`config.mk`:
```
export PLATFORM = sky130hd
export DESIGN_NAME = radio_packet_crc_fec_framer_unit
export DESIGN_NICKNAME = d
export VERILOG_FILES = /design/src/rtl/rpcf_pkg.sv /design/src/rtl/radio_packet_crc_fec_framer_unit.sv /design/src/rtl/rpcf_front.sv /design/src/rtl/rpcf_queue.sv /design/src/rtl/rpcf_back.sv
export SDC_FILE = /design/constraint.sdc
export NUM_CORES = 1
export LEC_CHECK = 0
export BUFFER_PORTS_ARGS = -buffer_cell sky130_fd_sc_hd__buf_2
export CAP_MARGIN = 10
export CORE_UTILIZATION = 56
export DETAILED_ROUTE_END_ITERATION = 10
export PLACE_DENSITY = 0.75
export SYNTH_ARGS = -nofsm -noshare
export SYNTH_HDL_FRONTEND = slang
export SYNTH_HIERARCHICAL = 1
export SYNTH_SLANG_ARGS = --single-unit
```
`constraint.sdc`:
```
create_clock -name clk -period 5 [get_ports clk]
set_clock_uncertainty 0.2 [all_clocks]
set_input_delay 0.5 -clock clk [delete_from_list [all_inputs] [get_ports clk]]
set_output_delay 0.5 -clock clk [all_outputs]
set_load 0.05 [all_outputs]
```
`src/rtl/rpcf_pkg.sv`:
```
package rpcf_pkg;

    localparam int MAX_PAYLOAD = 16;
    localparam int QUEUE_DEPTH = 2;
    localparam int FEC_BYTES   = 4;

    localparam logic [1:0] REG_PAYLOAD_LENGTH  = 2'd0;
    localparam logic [1:0] REG_SCRAMBLE_ENABLE = 2'd1;
    localparam logic [1:0] REG_TX_ADDRESS      = 2'd2;
    localparam logic [1:0] REG_CRC_POLYNOMIAL  = 2'd3;

    localparam logic [4:0]  PAYLOAD_LENGTH_RESET = 5'd16;
    localparam logic [15:0] CRC_POLY_RESET       = 16'h1021;
    localparam logic [7:0]  SYNC_BYTE            = 8'hC3;
    localparam logic [7:0]  CRC_XOR_HI           = 8'hAE;
    localparam logic [7:0]  CRC_XOR_LO           = 8'hE4;
    localparam logic [3:0]  NIB_ONE              = 4'hC;
    localparam logic [3:0]  NIB_ZERO             = 4'h3;

    localparam logic [7:0] WHITEN_TAB [16] = '{
        8'hD0, 8'h9E, 8'h53, 8'h33, 8'hD8, 8'hBA, 8'h98, 8'h08,
        8'h24, 8'hCB, 8'h3B, 8'hFC, 8'h71, 8'hA3, 8'hF4, 8'h55
    };

    // One classified payload byte, handed from the front to the back.
    typedef struct packed {
        logic [7:0]  data;
        logic        first;
        logic        last;
        logic [31:0] addr;
        logic [15:0] crc_code;
    } cmd_t;

    function automatic logic [7:0] rev8(input logic [7:0] v);
        logic [7:0] r;
        for (int i = 0; i < 8; i++)
        begin
            r[i] = v[7 - i];
        end
        return r;
    endfunction

    // Coded byte k of the four that one byte expands to.
    function automatic logic [7:0] fec_byte(input logic [7:0] b, input logic [1:0] k);
        logic [3:0] hi;
        logic [3:0] lo;
        hi = b[{k, 1'b0}] ? NIB_ONE : NIB_ZERO;
        lo = b[{k, 1'b1}] ? NIB_ONE : NIB_ZERO;
        return rev8({hi, lo});
    endfunction

    function automatic logic [15:0] crc_byte(input logic [15:0] crc, input logic [15:0] poly,
                                             input logic [7:0] a);
        logic [15:0] c;
        c = crc ^ {a, 8'h00};
        for (int i = 0; i < 8; i++)
        begin
            c = c[15] ? ({c[14:0], 1'b0} ^ poly) : {c[14:0], 1'b0};
        end
        return c;
    endfunction

    // Address bytes past the fourth are zero; all are sent bit-reversed.
    function automatic logic [7:0] addr_byte(input logic [31:0] addr, input logic [2:0] i);
        logic [1:0] j;
        j = 2'd3 - i[1:0];
        return i[2] ? 8'h00 : rev8(addr[{j, 3'b000} +: 8]);
    endfunction

endpackage

```
`src/rtl/radio_packet_crc_fec_framer_unit.sv`:
```
// Radio frame coder. Each payload byte on the input stream is optionally whitened,
// folded into a CRC-16 and expanded into four repetition-coded bytes; the first
// byte of a frame is preceded by ADDR_BYTES address bytes and two sync bytes, and
// the last byte is followed by the eight coded CRC bytes, with tuser marking the
// end of the frame and tlast the last output byte of each input item. The output
// side sends one byte per cycle while m_tready is high, so an item takes 4 bytes
// in the middle of a frame, ADDR_BYTES+6 on the first byte, 12 on the last byte and
// ADDR_BYTES+14 when a frame has a single byte. The front end whitens and updates
// the CRC in the cycle an item is accepted and keeps taking items while a
// two-entry queue in front of the byte expander has room.
module radio_packet_crc_fec_framer_unit
    import rpcf_pkg::*;
#(
    parameter int ADDR_BYTES = 4
)
(
    input  logic        clk,
    input  logic        rst_n,
    input  logic        cfg_we,
    input  logic [1:0]  cfg_index,
    input  logic [31:0] cfg_data,
    input  logic        s_tvalid,
    output logic        s_tready,
    input  logic [7:0]  s_tdata,   // data_byte
    output logic        m_tvalid,
    input  logic        m_tready,
    output logic [7:0]  m_tdata,   // out_byte
    output logic        m_tlast,
    output logic        m_tuser    // frame_end
);

    logic push;
    logic push_ready;
    cmd_t cmd;
    logic pop;
    logic q_valid;
    cmd_t q_data;

    rpcf_front u_front (
        .clk       (clk),
        .rst_n     (rst_n),
        .cfg_we    (cfg_we),
        .cfg_index (cfg_index),
        .cfg_data  (cfg_data),
        .s_tvalid  (s_tvalid),
        .s_tready  (s_tready),
        .s_tdata   (s_tdata),
        .q_ready   (push_ready),
        .push      (push),
        .cmd       (cmd)
    );

    rpcf_queue u_queue (
        .clk        (clk),
        .rst_n      (rst_n),
        .push       (push),
        .push_data  (cmd),
        .push_ready (push_ready),
        .pop        (pop),
        .pop_valid  (q_valid),
        .pop_data   (q_data)
    );

    rpcf_back #(
        .ADDR_BYTES (ADDR_BYTES)
    ) u_back (
        .clk      (clk),
        .rst_n    (rst_n),
        .q_valid  (q_valid),
        .q_data   (q_data),
        .pop      (pop),
        .m_tvalid (m_tvalid),
        .m_tready (m_tready),
        .m_tdata  (m_tdata),
        .m_tlast  (m_tlast),
        .m_tuser  (m_tuser)
    );

    // The end of a frame is always the last byte of its item.
    assert property (@(posedge clk) disable iff (!rst_n)
        m_tvalid && m_tuser |-> m_tlast)
        else $error("frame end without item end");

    // A byte that opens a frame without closing it is never followed by another opener.
    assert property (@(posedge clk) disable iff (!rst_n)
        push && cmd.first && !cmd.last |=> !(push && cmd.first))
        else $error("frame restarted without an end");

    // The expander never takes an item from an empty queue.
    assert property (@(posedge clk) disable iff (!rst_n)
        pop |-> q_valid)
        else $error("pop from empty queue");

endmodule

```
`src/rtl/rpcf_front.sv`:
```
module rpcf_front
    import rpcf_pkg::*;
(
    input  logic        clk,
    input  logic        rst_n,
    input  logic        cfg_we,
    input  logic [1:0]  cfg_index,
    input  logic [31:0] cfg_data,
    input  logic        s_tvalid,
    output logic        s_tready,
    input  logic [7:0]  s_tdata,
    input  logic        q_ready,
    output logic        push,
    output cmd_t        cmd
);

    logic [4:0]  len_reg,  len_next;
    logic        scr_reg,  scr_next;
    logic [31:0] addr_reg, addr_next;
    logic [15:0] poly_reg, poly_next;
    logic [3:0]  pos_reg,  pos_next;
    logic [15:0] crc_reg,  crc_next;

    logic [4:0]  len_eff;
    logic        last;
    logic [7:0]  b;
    logic [15:0] crc_new;

    assign s_tready = q_ready;
    assign push     = s_tvalid && q_ready;

    always_comb
    begin
        if (len_reg == 5'd0)
        begin
            len_eff = 5'd1;
        end
        else if (len_reg > 5'(MAX_PAYLOAD))
        begin
            len_eff = 5'(MAX_PAYLOAD);
        end
        else
        begin
            len_eff = len_reg;
        end
        last    = ({1'b0, pos_reg} + 5'd1) >= len_eff;
        b       = s_tdata ^ (scr_reg ? WHITEN_TAB[pos_reg] : 8'h00);
        crc_new = crc_byte((pos_reg == 4'd0) ? 16'h0000 : crc_reg, poly_reg, rev8(b));

        cmd.data     = b;
        cmd.first    = (pos_reg == 4'd0);
        cmd.last     = last;
        cmd.addr     = addr_reg;
        cmd.crc_code = {rev8(crc_new[15:8]) ^ (scr_reg ? CRC_XOR_HI : 8'h00),
                        rev8(crc_new[7:0])  ^ (scr_reg ? CRC_XOR_LO : 8'h00)};
    end

    always_comb
    begin
        len_next  = len_reg;
        scr_next  = scr_reg;
        addr_next = addr_reg;
        poly_next = poly_reg;
        if (cfg_we)
        begin
            case (cfg_index)
                REG_PAYLOAD_LENGTH:  len_next  = cfg_data[4:0];
                REG_SCRAMBLE_ENABLE: scr_next  = cfg_data[0];
                REG_TX_ADDRESS:      addr_next = cfg_data;
                REG_CRC_POLYNOMIAL:  poly_next = cfg_data[15:0];
                default:             len_next  = len_reg;
            endcase
        end

        pos_next = pos_reg;
        crc_next = crc_reg;
        if (push)
        begin
            if (last)
            begin
                pos_next = 4'd0;
                crc_next = 16'h0000;
            end
            else
            begin
                pos_next = pos_reg + 4'd1;
                crc_next = crc_new;
            end
        end
    end

    always_ff @(posedge clk or negedge rst_n)
    begin
        if (!rst_n)
        begin
            len_reg  <= PAYLOAD_LENGTH_RESET;
            scr_reg  <= 1'b0;
            addr_reg <= 32'h0000_0000;
            poly_reg <= CRC_POLY_RESET;
            pos_reg  <= 4'd0;
            crc_reg  <= 16'h0000;
        end
        else
        begin
            len_reg  <= len_next;
            scr_reg  <= scr_next;
            addr_reg <= addr_next;
            poly_reg <= poly_next;
            pos_reg  <= pos_next;
            crc_reg  <= crc_next;
        end
    end

endmodule

```
`src/rtl/rpcf_queue.sv`:
```
module rpcf_queue
    import rpcf_pkg::*;
(
    input  logic clk,
    input  logic rst_n,
    input  logic push,
    input  cmd_t push_data,
    output logic push_ready,
    input  logic pop,
    output logic pop_valid,
    output cmd_t pop_data
);

    localparam int PTR_W = $clog2(QUEUE_DEPTH);
    localparam int CNT_W = $clog2(QUEUE_DEPTH + 1);

    cmd_t             entry_reg [QUEUE_DEPTH];
    logic [PTR_W-1:0] wr_ptr_reg, wr_ptr_next;
    logic [PTR_W-1:0] rd_ptr_reg, rd_ptr_next;
    logic [CNT_W-1:0] count_reg,  count_next;

    assign push_ready = (count_reg != CNT_W'(QUEUE_DEPTH));
    assign pop_valid  = (count_reg != '0);
    assign pop_data   = entry_reg[rd_ptr_reg];

    function automatic logic [PTR_W-1:0] bump(input logic [PTR_W-1:0] p);
        return (p == PTR_W'(QUEUE_DEPTH - 1)) ? '0 : p + PTR_W'(1);
    endfunction

    always_comb
    begin
        wr_ptr_next = push ? bump(wr_ptr_reg) : wr_ptr_reg;
        rd_ptr_next = pop  ? bump(rd_ptr_reg) : rd_ptr_reg;
        count_next  = count_reg + CNT_W'(push) - CNT_W'(pop);
    end

    always_ff @(posedge clk)
    begin
        if (push)
        begin
            entry_reg[wr_ptr_reg] <= push_data;
        end
    end

    always_ff @(posedge clk or negedge rst_n)
    begin
        if (!rst_n)
        begin
            wr_ptr_reg <= '0;
            rd_ptr_reg <= '0;
            count_reg  <= '0;
        end
        else
        begin
            wr_ptr_reg <= wr_ptr_next;
            rd_ptr_reg <= rd_ptr_next;
            count_reg  <= count_next;
        end
    end

endmodule

```
`src/rtl/rpcf_back.sv`:
```
module rpcf_back
    import rpcf_pkg::*;
#(
    parameter int ADDR_BYTES = 4
)
(
    input  logic       clk,
    input  logic       rst_n,
    input  logic       q_valid,
    input  cmd_t       q_data,
    output logic       pop,
    output logic       m_tvalid,
    input  logic       m_tready,
    output logic [7:0] m_tdata,
    output logic       m_tlast,
    output logic       m_tuser
);

    // Sequence index: address bytes, two sync bytes, then 4 data and 8 CRC bytes.
    localparam int SEQ_W = $clog2(ADDR_BYTES + 3 * FEC_BYTES + 2);
    localparam logic [SEQ_W-1:0] ADDR_END = SEQ_W'(ADDR_BYTES);
    localparam logic [SEQ_W-1:0] HEAD_IDX = SEQ_W'(ADDR_BYTES + 2);
    localparam logic [SEQ_W-1:0] DATA_END = SEQ_W'(ADDR_BYTES + 2 + FEC_BYTES - 1);
    localparam logic [SEQ_W-1:0] CRC_END  = SEQ_W'(ADDR_BYTES + 2 + 3 * FEC_BYTES - 1);

    cmd_t             cur_reg,       cur_next;
    logic             cur_valid_reg, cur_valid_next;
    logic [SEQ_W-1:0] seq_reg,       seq_next;
    logic             out_valid_reg, out_valid_next;
    logic [7:0]       out_byte_reg,  out_byte_next;
    logic             out_last_reg,  out_last_next;
    logic             out_end_reg,   out_end_next;

    logic             adv;
    logic             at_end;
    logic [SEQ_W-1:0] rel;
    logic [7:0]       byte_sel;

    assign m_tvalid = out_valid_reg;
    assign m_tdata  = out_byte_reg;
    assign m_tlast  = out_last_reg;
    assign m_tuser  = out_end_reg;

    always_comb
    begin
        adv    = cur_valid_reg && (!out_valid_reg || m_tready);
        at_end = (seq_reg == (cur_reg.last ? CRC_END : DATA_END));
        pop    = q_valid && (!cur_valid_reg || (adv && at_end));
        rel    = seq_reg - HEAD_IDX;

        if (seq_reg < ADDR_END)
        begin
            byte_sel = addr_byte(cur_reg.addr, seq_reg[2:0]);
        end
        else if (seq_reg < HEAD_IDX)
        begin
            byte_sel = SYNC_BYTE;
        end
        else
        begin
            case (rel[3:2])
                2'd0:    byte_sel = fec_byte(cur_reg.data, rel[1:0]);
                2'd1:    byte_sel = fec_byte(cur_reg.crc_code[15:8], rel[1:0]);
                default: byte_sel = fec_byte(cur_reg.crc_code[7:0], rel[1:0]);
            endcase
        end

        cur_next       = cur_reg;
        cur_valid_next = cur_valid_reg;
        seq_next       = seq_reg;
        if (pop)
        begin
            cur_next       = q_data;
            cur_valid_next = 1'b1;
            seq_next       = q_data.first ? '0 : HEAD_IDX;
        end
        else if (adv && at_end)
        begin
            cur_valid_next = 1'b0;
        end
        else if (adv)
        begin
            seq_next = seq_reg + SEQ_W'(1);
        end

        out_valid_next = out_valid_reg;
        out_byte_next  = out_byte_reg;
        out_last_next  = out_last_reg;
        out_end_next   = out_end_reg;
        if (adv)
        begin
            out_valid_next = 1'b1;
            out_byte_next  = byte_sel;
            out_last_next  = at_end;
            out_end_next   = at_end && cur_reg.last;
        end
        else if (m_tready)
        begin
            out_valid_next = 1'b0;
        end
    end

    always_ff @(posedge clk)
    begin
        cur_reg      <= cur_next;
        out_byte_reg <= out_byte_next;
        out_last_reg <= out_last_next;
        out_end_reg  <= out_end_next;
    end

    always_ff @(posedge clk or negedge rst_n)
    begin
        if (!rst_n)
        begin
            cur_valid_reg <= 1'b0;
            seq_reg       <= '0;
            out_valid_reg <= 1'b0;
        end
        else
        begin
            cur_valid_reg <= cur_valid_next;
            seq_reg       <= seq_next;
            out_valid_reg <= out_valid_next;
        end
    end

endmodule
```
==> parameters.txt, run 1 <==
Parameter                              Value

Synth
  Number of flops mapped to enable cells by yosys ... 183
  Number of cells produced by synthesis ... 1070
  Post-synthesis sequential area ratio ... 54.3%
  Most instantiated flip-flop cell in the synthesis netlist ... sky130_fd_sc_hd__edfxtp_1
  Largest cells by area after synthesis ... sky130_fd_sc_hd__edfxtp_1 (39%), sky130_fd_sc_hd__dfrtp_1 (14%), sky130_fd_sc_hd__mux2_2 (8.4%)
  Synth top area share ... 39.1%
  Summed instance area of the synthesized netlist ... 14000 µm²
  Unique masters post-synth ... 89
  Cell taking the most area after synthesis ... sky130_fd_sc_hd__edfxtp_1
  Synthesized area divided by synthesized cell count ... 13.1 µm²
  Total nets after synthesis ... 1134
  Warning count from the yosys run ... 6
  Ys async rst share ... 31.7%
  Total of flip-flops plus latches after synthesis ... 268

CTS
  Htree depth ... 1
  Clock buffers created by TritonCTS ... 27
  Buffers from clock root to sink, at most ... 3
  Clock latency reported for the late side of the worst-skew pair ... 0.54 ns
  Root Buffer Master ... sky130_fd_sc_hd__clkbuf_16
  Clock tree from TritonCTS ... yes
  TritonCTS sink count ... 268
  Clock edge transition at the registers on the reported setup and hold paths ... 0.07 ns

Setup path
  Worst EP required ... 5.07 ns
  Worst Setup Path Type ... register to register
  R2R Path Start ... u_front/pos_reg[0]
  Nature of the critical path endpoint ... register
  Slowest cell on the critical path ... sky130_fd_sc_hd__or4_4
  FF-to-FF End ... u_queue/entry_reg[1][6]
  Family with the most delay on the worst path ... simple AND/OR/NAND/NOR gates
  Worst setup path start ... u_front/pos_reg[0]
  Most common cell type on the critical path ... sky130_fd_sc_hd__buf_4
  Critical Path Source Type ... register
  WP data arrival ... 5.20 ns
  Worst setup slack for register-to-register paths ... -0.13 ns
  Critical path's largest stage delay ... 0.52 ns
  Number of cells traversed by the worst register-to-register path ... 22
  Buffers plus inverters on the worst setup path ... 6
  Biggest fanout along the worst timing path ... 7
  Cells traversed along the worst timing path ... inv_2, ha_4, or3b_4, clkinv_4, nor3b_4, or4_4, nand2_8, buf_4, nand3_4, buf_4, nand4_1, buf_4, o211ai_1, mux2i_4, nand2_2, a211o_1, a31oi_4, xor2_4, buf_6, xor2_4, and2_4, xnor3_1

Cells and area
  Post-layout net count ... 1298
  Count of inserted antenna diode cells ... 0
  Most frequent standard cell in the layout excluding fill and tap cells ... sky130_fd_sc_hd__edfxtp_1
  Layout fillers ... 1598
  Leading cell types in the layout, fill and taps excluded ... sky130_fd_sc_hd__edfxtp_1 (183), sky130_fd_sc_hd__nand2_1 (127), sky130_fd_sc_hd__buf_4 (107)
  Max reg flops ... 116
  Post-synthesis to final-layout area growth ... 23.2%
  Final standard cell utilization of the core ... 70.7%
  Share of cells above drive strength 1 ... 38.9%

Timing
  Maximum achievable frequency ... 195 MHz
  Post-route fraction of the period consumed by the critical path ... 103%
  Number of pins exceeding their max-slew limit in the final report ... 0
  Final setup vio count ... 37
  RSZ-0062 raised after global routing ... yes
  Post-route worst hold slack ... 0.00451 ns
  Time the worst path needs with I/O delays and setup ... 5.13 ns
  Transition time of the tightest slew-check pin ... 0.989 ns
  Setup ws final ... -0.130 ns
  Hold violation total from the final report ... 0
  Worst rel slew slack ... 34.0%

Placed design
  IO Port Bufs ... 58
  Dpl hpwl ... 21400 µm
  Final weighted congestion of routability-driven global placement ... 0.914

Global route
  GRT Resource Usage Total ... 25.8%
  Final global-route overflow total ... 0
  Vias in the first global route ... 9205
  First-pass GRT wire length ... 51600 µm
  Antenna violations before repair ... 0
  Maximum number of pins on one net before global-route repair ... 59

Floorplan
  Initial Util ... 57.4%
  Core area ... 24500 µm²
  Row count ... 57
  Die Outline Area ... 25700 µm²
  Die Span Y ... 160 µm
  Horiz. Die Dim ... 160 µm
  Ports placed on the boundary ... 59

Run status
  Outcome ... complete, but fails checks
  Violations in the final reports ... setup timing

Route
  Number of nets with antenna violations after routing ... 0
  Vias post-DR ... 9459
  Remaining routing DRC violations ... 0
  Per-cell via count in the routed design ... 5.99
  Total routed wirelength ... 33500 µm
  Final routed wire length divided by cell count ... 21.2 µm
  Iteration-0 DRC Markers ... 842
  First drt pass iteration count ... 5

Hold path
  Hold EP ... u_front/addr_reg[21]
  Critical hold path startpoint ... cfg_data[21]
  Hold WC Path Type ... primary input to register
  Number of stages on the worst hold path ... 2

Flow run
  Number of maximum-capacitance violations ... 0
-- worst max-delay path by stage --
stage | cells after the start | to
after global placement | 20 | u_queue/entry_reg[1][13]
after detailed placement | 20 | u_queue/entry_reg[0][13]
after floorplan | 21 | u_queue/entry_reg[0][6]
final | 22 | u_queue/entry_reg[1][6]
after global routing | 22 | u_queue/entry_reg[1][6]
after CTS | 23 | u_front/crc_reg[14]
-- final cells by class --
type / count / area, µm² / share of cell area, %
sequential: 268 / 7630 / 44.1
multi-input combinational: 719 / 6740 / 39.0
timing repair buffer: 199 / 1500 / 8.68
clock buffer: 34 / 722 / 4.17
tap: 324 / 405 / 2.34
clock inverter: 16 / 218 / 1.26
inverter: 19 / 76.3 / 0.441
-- cells in the mapped netlist, types with 4 or more instances --
cell	number
sky130_fd_sc_hd__edfxtp_1	183
sky130_fd_sc_hd__nand2_1	130
sky130_fd_sc_hd__mux2_2	105
sky130_fd_sc_hd__dfrtp_1	81
sky130_fd_sc_hd__xnor2_1	73
sky130_fd_sc_hd__clkbuf_1	42
sky130_fd_sc_hd__nand3_1	28
sky130_fd_sc_hd__xor2_1	26
sky130_fd_sc_hd__mux2i_1	22
sky130_fd_sc_hd__nor2_1	22
sky130_fd_sc_hd__o21ai_0	22
sky130_fd_sc_hd__o211ai_1	21
sky130_fd_sc_hd__a22o_1	18
sky130_fd_sc_hd__ha_1	17
sky130_fd_sc_hd__inv_1	17
sky130_fd_sc_hd__xnor3_1	17
sky130_fd_sc_hd__a21oi_1	14
sky130_fd_sc_hd__mux4_2	14
sky130_fd_sc_hd__o21ai_1	13
sky130_fd_sc_hd__a21o_1	12
sky130_fd_sc_hd__nand2b_1	11
sky130_fd_sc_hd__buf_2	10
sky130_fd_sc_hd__mux2_4	10
sky130_fd_sc_hd__a211oi_1	9
sky130_fd_sc_hd__a31oi_1	9
sky130_fd_sc_hd__nand4_1	9
sky130_fd_sc_hd__nor2b_1	9
sky130_fd_sc_hd__nor3_1	9
sky130_fd_sc_hd__and2_1	6
sky130_fd_sc_hd__buf_4	6
sky130_fd_sc_hd__and4_1	5
sky130_fd_sc_hd__buf_6	5
sky130_fd_sc_hd__and3_1	4
sky130_fd_sc_hd__dfstp_2	4
sky130_fd_sc_hd__nor3b_1	4
-- metal layers --
metal / track usage, % / vias up / part of all wire [%]
li1: - / 4272 / -
met1: 36.1 / 4713 / 41
met2: 42.7 / 407 / 49
met3: 2.79 / 67 / 6.5
met4: 8.35 / 0 / 2.8
met5: 0 / - / 0
-- stage by stage --
step / instance area, µm² / setup WS (ns) / setup TNS (ns) / cells
6_report: 17300 / -0.130 / -2.30 / 1579
5_1_grt: 17300 / -0.277 / -9.04 / 1579
4_1_cts: 16700 / -0.0528 / -0.790 / 1558
3_5_place_dp: 15200 / -0.304 / -6.49 / 1481
3_3_place_gp: 15200 / -0.263 / -3.12 / 1481
2_1_floorplan: 14100 / -0.0788 / -0.889 / 1070
-- worst reg2reg max path: stages (launching register included) --
cell                       delay [ns]
sky130_fd_sc_hd__dfrtp_2         0.40
sky130_fd_sc_hd__inv_2           0.08
sky130_fd_sc_hd__ha_4            0.13
sky130_fd_sc_hd__or3b_4          0.41
sky130_fd_sc_hd__clkinv_4        0.08
sky130_fd_sc_hd__nor3b_4         0.04
sky130_fd_sc_hd__or4_4           0.52
sky130_fd_sc_hd__nand2_8         0.11
sky130_fd_sc_hd__buf_4           0.15
sky130_fd_sc_hd__nand3_4         0.12
sky130_fd_sc_hd__buf_4           0.18
sky130_fd_sc_hd__nand4_1         0.14
sky130_fd_sc_hd__buf_4           0.15
sky130_fd_sc_hd__o211ai_1        0.14
sky130_fd_sc_hd__mux2i_4         0.25
sky130_fd_sc_hd__nand2_2         0.12
sky130_fd_sc_hd__a211o_1         0.36
sky130_fd_sc_hd__a31oi_4         0.22
sky130_fd_sc_hd__xor2_4          0.25
sky130_fd_sc_hd__buf_6           0.15
sky130_fd_sc_hd__xor2_4          0.18
sky130_fd_sc_hd__and2_4          0.19
sky130_fd_sc_hd__xnor3_1         0.31
-- kinds of logic after synthesis --
| family | count (synthesis) | share of synthesized area, % |
|---|---|---|
| compound gates | 161 | 8.51 |
| fa+ha+maj | 17 | 1.51 |
| buf+inv | 86 | 2.93 |
| xor+xnor | 125 | 10.2 |
| flops | 268 | 54.3 |
| simple gates | 262 | 9.18 |
| mux | 151 | 13.3 |
-- repair_timing --
item | CTS | global route
endpoints found under the hold margin | 58 | 0
hold buffers | 13 | 0
setup buffers | 12 | 25
gates cloned | 2 | 2
setup endpoints to repair | 46 | 48
gates resized for setup | 57 | 86
pin swaps | 18 | 43
Power of run 1 is left out: the tool's default activity adds up to more than one toggle a clock period on the data nets, which glitch-free logic cannot reach.
==> run 2, diff against run 1 <==
clock period = 4.31 ns   (was 5 ns; I/O delays follow)
==> run 2 against run 1 <==
  * The flow still finishes with violations (setup timing)
  * Maximum frequency fell by 0.76%
  * Utilization rose by 3.1 points
  * Count of clock-buffer cells in the layout increased by 6
  * Global-route usage up 2.5 points
  * Critical path depth decreased by 1
  * Register-to-register slack lost 0.73 ns
  * Cell area rose by 4.4%
  * Wire length is 7.6% higher
  * First-iteration DRC count increased by 1.2%
  * Non-clock buffer count is 74 higher
  * Flip-flop and latch count stayed put
==> parameters.txt, run 2 (synthesis gave the netlist of run 1 again) <==
Parameter                              Value

Timing
  Transition time of the tightest slew-check pin ... 1.03 ns (was 0.989 ns)
  Worst rel slew slack ... 31.2% (was 34.0%)
  RSZ-0062 raised after global routing ... yes (unchanged)
  Number of pins exceeding their max-slew limit in the final report ... 0 (unchanged)
  Setup ws final ... -0.860 ns (was -0.130 ns)
  Post-route fraction of the period consumed by the critical path ... 120% (was 103%)
  Setup total negative slack ... -36.39 ns (was -2.30 ns)
  Hold violation total from the final report ... 0 (unchanged)
  Maximum achievable frequency ... 193 MHz (was 195 MHz)
  Time the worst path needs with I/O delays and setup ... 5.17 ns (was 5.13 ns)
  Final setup vio count ... 48 (was 37)

Setup path
  Nature of the critical path endpoint ... register (unchanged)
  R2R Path Start ... u_front/pos_reg[1] (was u_front/pos_reg[0])
  Critical path's largest stage delay ... 0.43 ns (was 0.52 ns)
  Worst EP required ... 4.39 ns (was 5.07 ns)
  Cells traversed along the worst timing path ... inv_2, ha_4, or3b_4, clkinv_4, nor3b_4, or4_4, buf_8, o211ai_4, o32ai_4, buf_6, o41a_4, nand2_8, mux2i_4, nand2_2, a211o_1, a31oi_4, xor2_4, buf_6, xor2_4, nand2_2, xnor3_1 (was inv_2, ha_4, or3b_4, clkinv_4, nor3b_4, or4_4, nand2_8, buf_4, nand3_4, buf_4, nand4_1, buf_4, o211ai_1, mux2i_4, nand2_2, a211o_1, a31oi_4, xor2_4, buf_6, xor2_4, and2_4, xnor3_1)
  Worst setup slack for register-to-register paths ... -0.86 ns (was -0.13 ns)
  Critical Path Source Type ... register (unchanged)
  Slowest cell on the critical path ... sky130_fd_sc_hd__or4_4 (unchanged)
  Number of cells traversed by the worst register-to-register path ... 21 (was 22)
  Worst Setup Path Type ... register to register (unchanged)
  WP data arrival ... 5.25 ns (was 5.20 ns)
  FF-to-FF End ... u_queue/entry_reg[1][5] (was u_queue/entry_reg[1][6])
  Biggest fanout along the worst timing path ... 6 (was 7)

Placed design
  IO Port Bufs ... 58 (unchanged)
  Final weighted congestion of routability-driven global placement ... 0.914 (about the same)
  Dpl hpwl ... 22600 µm (was 21400 µm)
  Cells after DPL ... 1530 (was 1481)
  Post-place setup slack ... -0.994 ns (was -0.304 ns)

Hold path
  Number of stages on the worst hold path ... 3 (was 2)
  Critical hold path startpoint ... m_tready (was cfg_data[21])
  Hold WC Path Type ... primary input to register (unchanged)
  Hold EP ... u_back/m_tvalid (was u_front/addr_reg[21])

Route
  Total routed wirelength ... 36000 µm (was 33500 µm)
  Iteration-0 DRC Markers ... 852 (was 842)
  Per-cell via count in the routed design ... 5.91 (was 5.99)
  Vias post-DR ... 9774 (was 9459)
  Final routed wire length divided by cell count ... 21.8 µm (was 21.2 µm)
  Number of nets with antenna violations after routing ... 0 (unchanged)
  First drt pass iteration count ... 7 (was 5)
  Remaining routing DRC violations ... 0 (unchanged)

Global route
  First-pass GRT wire length ... 56000 µm (was 51600 µm)
  GRT Resource Usage Total ... 28.3% (was 25.8%)
  Vias in the first global route ... 10.0k (was 9205)
  Final global-route overflow total ... 0 (unchanged)
  Antenna violations before repair ... 1 (was 0)
  Maximum number of pins on one net before global-route repair ... 60 (was 59)

CTS
  Clock latency reported for the late side of the worst-skew pair ... 0.55 ns (was 0.54 ns)
  Clock edge transition at the registers on the reported setup and hold paths ... 0.06 ns (was 0.07 ns)
  Clock tree from TritonCTS ... yes (unchanged)
  Buffers from clock root to sink, at most ... 3 (unchanged)
  Clock buffers created by TritonCTS ... 27 (unchanged)
  Htree depth ... 1 (unchanged)
  TritonCTS sink count ... 268 (unchanged)
  Root Buffer Master ... sky130_fd_sc_hd__clkbuf_16 (unchanged)

Cells and area
  Layout fillers ... 1474 (was 1598)
  Final std cells w/o fill ... 1653 (was 1579)
  Post-synthesis to final-layout area growth ... 28.6% (was 23.2%)
  Most frequent standard cell in the layout excluding fill and tap cells ... sky130_fd_sc_hd__edfxtp_1 (unchanged)
  Post-layout net count ... 1371 (was 1298)
  Max reg flops ... 116 (unchanged)
  Final standard cell utilization of the core ... 73.8% (was 70.7%)
  Area of the multi-input gates ... 6870 µm² (was 6740 µm²)
  Leading cell types in the layout, fill and taps excluded ... sky130_fd_sc_hd__edfxtp_1 (183), sky130_fd_sc_hd__buf_4 (150), sky130_fd_sc_hd__nand2_1 (124) (was sky130_fd_sc_hd__edfxtp_1 (183), sky130_fd_sc_hd__nand2_1 (127), sky130_fd_sc_hd__buf_4 (107))
  Footprint of the flip-flops and latches ... 7630 µm² (unchanged)
  Share of cells above drive strength 1 ... 41.9% (was 38.9%)

Flow run
  Number of maximum-capacitance violations ... 0 (unchanged)

Run status
  Outcome ... complete, but fails checks (unchanged)
  Violations in the final reports ... setup timing (unchanged)

Floorplan
  Core area ... 24500 µm² (unchanged)
  Row count ... 57 (unchanged)
  Die Span Y ... 160 µm (unchanged)
  Initial Util ... 57.4% (unchanged)
  Die Outline Area ... 25700 µm² (unchanged)
  Ports placed on the boundary ... 59 (unchanged)
  Horiz. Die Dim ... 160 µm (unchanged)
[run 2: changes by cell type in the layout (fill, tap and decap cells not counted), sizes merged, moves of 2 or more]
cell         before  now
buf             186  240
dlygate4sd3      13   33
clkbuf           34   40
clkinv            9    4
bufinv            5    3
[run 2: worst max-delay path: cells and delay by family (launching register included)]
kind | cells | cell delay (ns)
adders and majority gates | 1 | 0.13
DFF | 1 | 0.40
xor gates and xnor gates | 3 | 0.80
AOI/OAI and AO/OA | 5 | 1.28
and+or+nand+nor | 6 | 1.20
muxes | 1 | 0.26
buffers and inverters | 5 | 0.62
[run 2: how the worst max path moves through the flow]
stage / start / to / slack [ns] / depth (start not counted)
floorplan: u_front/pos_reg[0] / u_queue/entry_reg[0][6] / -0.77 / 20
global placement: u_front/pos_reg[0] / u_queue/entry_reg[0][10] / -0.95 / 22
detailed placement: u_front/pos_reg[0] / u_queue/entry_reg[1][10] / -0.99 / 23
CTS: u_front/pos_reg[1] / u_queue/entry_reg[1][15] / -0.73 / 22
global route: u_front/pos_reg[1] / u_queue/entry_reg[1][5] / -0.99 / 21
finish: u_front/pos_reg[1] / u_queue/entry_reg[1][5] / -0.86 / 21
[run 2: per-stage QoR]
stage	area [µm²]	hold slack [ns]
final	18100	0.0480
after global routing	18100	0.0646
after CTS	17600	0.0382
after detailed placement	15700	0.254
after global placement	15700	0.240
after floorplan	14200	-0.0646
[run 2: layout make-up]
| cell class | instances | area share, % |
|---|---|---|
| sequential | 268 | 42.3 |
| multi-input combinational | 718 | 38.0 |
| timing repair buffer | 273 | 12.0 |
| clock buffer | 40 | 4.18 |
| tap | 324 | 2.25 |
| clock inverter | 10 | 0.845 |
| inverter | 19 | 0.423 |
| antenna | 1 | 0.0139 |
[run 2: repair_timing]
action                     4_1_cts  5_1_grt
hold endpoints to repair       109        0
resized for setup              109       61
setup buffers                   26       16
setup endpoints to repair       48       48
hold buffers                    33        0
pin swaps                       43       47
gates cloned                     3        0
[run 2: routing by layer]
layer / routed length [µm] / up-vias / global-route usage, %
met5: 13 / - / 0
met4: 1090 / 2 / 8.01
met3: 2250 / 79 / 4.80
met2: 18100 / 397 / 48.7
met1: 14600 / 4873 / 37.1
li1: - / 4423 / -
Power of run 2 is left out for the same reason.
